**src/rtl/fdr_pkg.sv**
```systemverilog
// Shared constants and the window normalization table for the feature delta regression block.
package fdr_pkg;

  localparam int DEF_MAX_WINDOW   = 8;
  localparam int DEF_MAX_FEATURES = 64;
  localparam int DEF_SAMPLE_BITS  = 16;

  localparam int CFG_DATA_BITS = 7;
  localparam int CFG_W_BITS    = 4;
  localparam int CFG_F_BITS    = 7;
  localparam int IDX_BITS      = 6;
  localparam int DEN_BITS      = 12;
  localparam int WIN_ARG_BITS  = 5;

  localparam logic [CFG_W_BITS-1:0] WINDOW_RESET   = 4'd2;
  localparam logic [CFG_F_BITS-1:0] FEATURES_RESET = 7'd13;

  localparam logic [0:0] CFG_WINDOW   = 1'b0;
  localparam logic [0:0] CFG_FEATURES = 1'b1;

  // 2 * sum of n*n for n = 1..w
  function automatic logic [DEN_BITS-1:0] den_of(input logic [WIN_ARG_BITS-1:0] w);
    logic [DEN_BITS-1:0] d;
    case (w)
      5'd1:    d = 12'd2;
      5'd2:    d = 12'd10;
      5'd3:    d = 12'd28;
      5'd4:    d = 12'd60;
      5'd5:    d = 12'd110;
      5'd6:    d = 12'd182;
      5'd7:    d = 12'd280;
      5'd8:    d = 12'd408;
      5'd9:    d = 12'd570;
      5'd10:   d = 12'd770;
      5'd11:   d = 12'd1012;
      5'd12:   d = 12'd1300;
      5'd13:   d = 12'd1638;
      5'd14:   d = 12'd2030;
      5'd15:   d = 12'd2480;
      5'd16:   d = 12'd2992;
      default: d = 12'd2;
    endcase
    return d;
  endfunction

endpackage

```
**src/rtl/fdr_div.sv**
```systemverilog
// Iterative signed-by-unsigned divider, one quotient bit per cycle, truncating toward zero.
module fdr_div import fdr_pkg::*; #(
  parameter int NUM_BITS = 23,
  parameter int Q_BITS   = 16
) (
  input  logic                       clk,
  input  logic                       rst,
  input  logic                       start,
  input  logic signed [NUM_BITS-1:0] dividend,
  input  logic [DEN_BITS-1:0]        divisor,
  output logic                       busy,
  output logic                       done,
  output logic signed [Q_BITS:0]     quotient
);

  localparam int DSH_BITS = DEN_BITS + Q_BITS;
  localparam int CMP_BITS = (NUM_BITS > DSH_BITS) ? NUM_BITS : DSH_BITS;
  localparam int CNT_BITS = $clog2(Q_BITS);

  logic [NUM_BITS-1:0] rem;
  logic [DSH_BITS-1:0] dsh;
  logic [Q_BITS-1:0]   qmag;
  logic [CNT_BITS-1:0] cnt;
  logic                neg;
  logic                fits;
  logic [NUM_BITS-1:0] mag_in;

  assign mag_in = dividend[NUM_BITS-1] ? NUM_BITS'(-dividend) : NUM_BITS'(dividend);
  assign fits   = CMP_BITS'(rem) >= CMP_BITS'(dsh);
  assign quotient = neg ? -$signed({1'b0, qmag}) : $signed({1'b0, qmag});

  always_ff @(posedge clk) begin
    if (rst) begin
      busy <= 1'b0;
      done <= 1'b0;
    end else begin
      // done rises together with the last quotient bit
      done <= !start && busy && (cnt == '0);
      if (start) begin
        busy <= 1'b1;
        rem  <= mag_in;
        neg  <= dividend[NUM_BITS-1];
        dsh  <= DSH_BITS'(divisor) << (Q_BITS - 1);
        cnt  <= CNT_BITS'(Q_BITS - 1);
        qmag <= '0;
      end else if (busy) begin
        if (fits) begin
          rem <= rem - NUM_BITS'(dsh);
        end
        qmag <= {qmag[Q_BITS-2:0], fits};
        dsh  <= dsh >> 1;
        cnt  <= cnt - 1'b1;
        if (cnt == '0) begin
          busy <= 1'b0;
        end
      end
    end
  end

endmodule

```
**config.mk**
```make
export PLATFORM = sky130hd
export DESIGN_NAME = fdr_div
export DESIGN_NICKNAME = d
export VERILOG_FILES = /design/src/rtl/fdr_pkg.sv /design/src/rtl/fdr_div.sv
export SDC_FILE = /design/constraint.sdc
export NUM_CORES = 1
export LEC_CHECK = 0
export BUFFER_PORTS_ARGS = -buffer_cell sky130_fd_sc_hd__buf_2
export CAP_MARGIN = 20
export CORE_MARGIN = 2
export CORE_UTILIZATION = 59
export DETAILED_ROUTE_END_ITERATION = 10
export PLACE_DENSITY = 0.91
export SLEW_MARGIN = 20
export SYNTH_ARGS = -nofsm -noshare
export SYNTH_HDL_FRONTEND = slang
export SYNTH_SLANG_ARGS = --single-unit
```
**constraint.sdc**
```tcl
create_clock -name clk -period 8.65 [get_ports clk]
set_input_delay 0 -clock clk [delete_from_list [all_inputs] [get_ports clk]]
set_output_delay 0 -clock clk [all_outputs]
set_load 0.005 [all_outputs]
```
* Word-level counts from Yosys, hierarchy flattened
Index checks and enable logic that the tools add are counted.
** Storage, ports and cells
- Register bits after elaboration :: 73
** Operators by class
- Add/subtract/negate cells :: 4
- Order comparisons :: 1
- Muxes and demuxes :: 12
- Bitwise operators :: 1
- Reductions and logical operators :: 9
** Operator list (count)
- 2-to-1 mux 23 bit :: 4
- 2-to-1 mux 27 bit :: 2
- >= comparator 23 x 27 -> 1 bit :: 1
- negator 23 bit :: 1
- subtractor 23 bit :: 1
- 2-to-1 mux 17 bit :: 1
- negator 16 -> 17 bit :: 1
- 2-to-1 mux 16 bit :: 1
- logical NOT 4 bit :: 1
- 2-to-1 mux 4 bit :: 1
- AND reduction 2 bit :: 2
- nonzero test 2 bit :: 2
- subtractor 4 x 1 -> 4 bit, second input constant :: 1
- 2-to-1 mux 1 bit :: 3
- AND reduction 3 bit :: 1
- logical AND 1 bit :: 2
- logical NOT 1 bit :: 1
- inverter 1 bit :: 1

* Depth between registers and ports, before layout
- Depth after elaboration :: 4
- Mapped depth :: 9
- Mapped depth without buffers :: 9

* Worst setup path after synthesis
No wires, ideal clock.
- Path type :: input port to flip-flop
- Start point :: in start
- End point :: reg cnt[0] (enable)
- Setup time :: 517 ps
- Arrival time :: 3709 ps
- Required time :: 8133 ps
- Setup slack :: 4425 ps
- Stages :: 4
- Path buffers :: 2
- Cells stage by stage :: buf_6 inv_1 clkbuf_1 o21ai_0
** On the way
- Word-level cells in the longest chain between the ends :: 2
** Ends and longest elaborated chain
- start: declaration :: line fdr_div.sv:8 : input logic start,
- nonzero test 2 bit (no source line)
- AND reduction 2 bit (no source line)
- end signal: assignment :: line fdr_div.sv:44 : cnt <= CNT_BITS'(Q_BITS - 1);
- end signal: assignment :: line fdr_div.sv:52 : cnt <= cnt - 1'b1;
- end: declaration :: line fdr_div.sv:23 : logic [CNT_BITS-1:0] cnt;
Every way passes these cells.
A chain may end at the register's enable or synchronous reset.

* Worst setup path in the final report
- Start point :: reg dsh[1]
- End point :: reg rem[6] (enable)
** On the way
- Word-level cells in the longest chain between the ends :: 3
** Ends and longest elaborated chain
- start: declaration :: line fdr_div.sv:21 : logic [DSH_BITS-1:0] dsh;
- start signal: assignment :: line fdr_div.sv:43 : dsh <= DSH_BITS'(divisor) << (Q_BITS - 1);
- start signal: assignment :: line fdr_div.sv:51 : dsh <= dsh >> 1;
- >= comparator 23 x 27 -> 1 bit :: line fdr_div.sv:29 : assign fits = CMP_BITS'(rem) >= CMP_BITS'(dsh);
- nonzero test 2 bit (no source line)
- AND reduction 3 bit (no source line)
- end signal: assignment :: line fdr_div.sv:41 : rem <= mag_in;
- end signal: assignment :: line fdr_div.sv:48 : rem <= rem - NUM_BITS'(dsh);
- end: declaration :: line fdr_div.sv:20 : logic [NUM_BITS-1:0] rem;
Every way passes these cells.

==> results.toml <==
[worst_setup_path]
rr_worst_depth = 9
rrSetupSlack_ns = 4.88
reg2reg_from = "dsh[1]"
cp-end-kind = "flop"
criticalPathCategory = "flop to flop"
cp.arrival_ns = 3.82
r2r-end = "rem[6]"
crit_fanout = 13
start_kind = "flop"
worstPathRequired_ns = 8.71

[sta]
setup_viol = 0
hold_viol_final = 1
holdWs_ns = -0.00006986
max_freq_mhz = 265.5
relSlewSlack = 0.2729
fin_crit_ns = 3.767
fin_skew_ns = 0.01064
max_slew.worst_pin.slew_ns = 1.091
rsz0062_at_grt = "false"
fin_crit_sh = 0.4355
slew_violations = 0
tns_ns = 0

[logic_synthesis]
ys_top_cells_by_area = "edfxtp_1 (42%), ha_1 (6.5%), xnor2_1 (6.3%), nand2_1 (3.8%), o21ai_0 (3.6%)"
ys_seq_area_frac = 0.4325
synth-edff-count = 71
synth_ff_type = "edfxtp_1"
netlist.area_leader.share = 0.4245
syn_inst = 529
async_flop_share = 0
syn_area_um2 = 5022
syn_avg_cell_area_um2 = 9.494
yosys_warnings = 0
yosysUniqueCellTypes = 61
mappedNetlistNets = 594
yosysTopAreaCell = "edfxtp_1"
ys_seq_elements = 73

[global_routing]
grt_pass1_vias = 4213
grt-ovfl-total = 0
track_usage = 0.2825
antenna_found_initial = 0
grt_pass1_wl_um = 19840
grt_max_degree = 93

[worst_hold_path]
holdPathEnd = "rem[0]"
hold_class = "input pin to flop"
min_from = "dividend[0]"
whs_path_depth = 3

[die]
die_w_um = 96.26
die_y_um = 96.26
rows = 33
start_util = 0.6112
core_um2 = 8217
ios = 57
die_area_um2 = 9266

[cells_and_area]
area_growth_pct = 14.25
diodes = 0
fin_nets = 652
drive_gt1_frac = 0.1537
nFillCells = 596
finalCoreUtilization = 0.6983

[power_and_ir_drop]
internal_power_uw = 750.5
comb_power_share = 0.245
p_sw_frac = 0.2890
p_seq_frac = 0.414
powerDensity_nw_per_um2 = 184.0
clkPwrFrac = 0.341
switching_power_uw = 305.1
p_leak_nw = 2.253
peakVddDrop_v = 0.0001073

[clock_tree]
cts_sinks = 73
ctsLongestPathBuffers = 2
cts_setup_buffers = 0
hold_buffers = 13
clk_pin_slew_ns = 0.07
tritoncts = "done"
numCtsBuffers = 9
post_cts_resized = 0
cts.htree.levels = 3
ctsRootBufferMaster = "clkbuf_8"
clock_latency_ns = 0.37

[drt]
postRouteAntennaNets = 0
drt_wl_total_um = 12450
drt_iter0_markers = 352
drc = 0
vias = 4375
wl_per_cell_um = 17.86
firstDrtPassIters = 5
vias_per_cell = 6.277

[outcome]
status = "complete, but fails checks"
violations = "negative hold slack"

[place]
place_hpwl_um = 8725
routabilityCongestion = 0.9303
port_buffers = 56

[flow_run]
maxCapViolations = 0
==> per-layer routing <==
| metal | up-vias | wire length [um] | track usage |
|---|---|---|---|
| li1 | 2043 | - | - |
| met1 | 2057 | 4797 | 0.3413 |
| met2 | 231 | 6220 | 0.4815 |
| met3 | 44 | 998 | 0.06265 |
| met4 | 0 | 434 | 0.1262 |
| met5 | - | 0 | 0 |
==> how the worst max path moves through the flow <==
stage,start,end,slack [ns]
2_1_floorplan,start,cnt[0],4.42
4_1_cts,dsh[1],rem[7],4.97
6_report,dsh[1],rem[6],4.88
5_1_grt,dsh[1],rem[2],4.72
3_3_place_gp,dsh[1],rem[12],5.22
3_5_place_dp,dsh[1],rem[6],4.97
==> cell families after synthesis <==
| kind of cell | count (synthesis) | share of synthesized area |
|---|---|---|
| compound gates | 141 | 0.1831 |
| xor+xnor | 43 | 0.07499 |
| fa+ha+maj | 27 | 0.06876 |
| buf+inv | 63 | 0.05381 |
| flops | 73 | 0.4325 |
| mux | 6 | 0.01320 |
| simple gates | 176 | 0.1736 |
==> registers in the layout, summed over array words and instances (netlist names) <==
| register | flops |
|---|---|
| qmag | 16 |
| cnt | 4 |
| rem | 23 |
| dsh | 27 |
| neg | 1 |
| busy | 1 |
| done | 1 |
==> cells in the final DEF, fill, tap and decap left out, types with 18 or more instances in the layout <==
cell type / count
xnor2_1: 36
nor2b_1: 18
inv_1: 38
buf_2: 56
ha_1: 26
a21oi_1: 34
nor2_1: 43
edfxtp_1: 71
nand2_1: 51
o21ai_0: 35
==> per-stage QoR <==
stage / setup WS (ns) / total power, mW / instance area [um^2] / instances
2_1_floorplan: 4.425 / 0.6215 / 5022 / 529
3_3_place_gp: 5.215 / 0.6775 / 5348 / 668
3_5_place_dp: 4.973 / 0.6903 / 5348 / 668
4_1_cts: 4.973 / 1.046 / 5738 / 697
5_1_grt: 4.718 / 1.094 / 5738 / 697
6_report: 4.883 / 1.056 / 5738 / 697
==> power by group through the flow <==
stage | clock network (mW) | logic [mW] | registers, mW
floorplan | 0 | 0.180 | 0.442
global placement | 0 | 0.235 | 0.443
detailed placement | 0 | 0.245 | 0.445
CTS | 0.356 | 0.253 | 0.437
global route | 0.369 | 0.285 | 0.440
finish | 0.360 | 0.258 | 0.437
==> synth_stat cells (8+ instances only) <==
cell type,count
xnor2_1,36
nor2_1,43
clkbuf_1,13
a211oi_1,8
a21oi_1,34
inv_1,38
o21ai_0,36
nand2_1,51
ha_1,26
edfxtp_1,71
nand3_1,15
nor2b_1,18
nor3_1,10
o31ai_1,14
==> critical path, cell delays in order (launching register included) <==
cell and delay, ns:
edfxtp_1 0.37, inv_1 0.08, ha_1 0.29, nor2b_1 0.19
o2111ai_1 0.18, a21oi_1 0.46, o21ai_0 0.18, o311a_1 0.38
o32ai_2 0.94, buf_4 0.38
==> layout make-up <==
| type | instances | area (um^2) | share of cell area |
|---|---|---|---|
| multi-input cells | 393 | 2599 | 0.4529 |
| clock buffers | 11 | 131.4 | 0.02290 |
| clock inverters | 5 | 128.9 | 0.02246 |
| repair buffers | 72 | 432.9 | 0.07545 |
| well taps | 105 | 131.4 | 0.02290 |
| flip-flops and latches | 73 | 2172 | 0.3785 |
| inverters | 38 | 142.6 | 0.02486 |
Note: power is estimated with default switching activity, not from simulation.
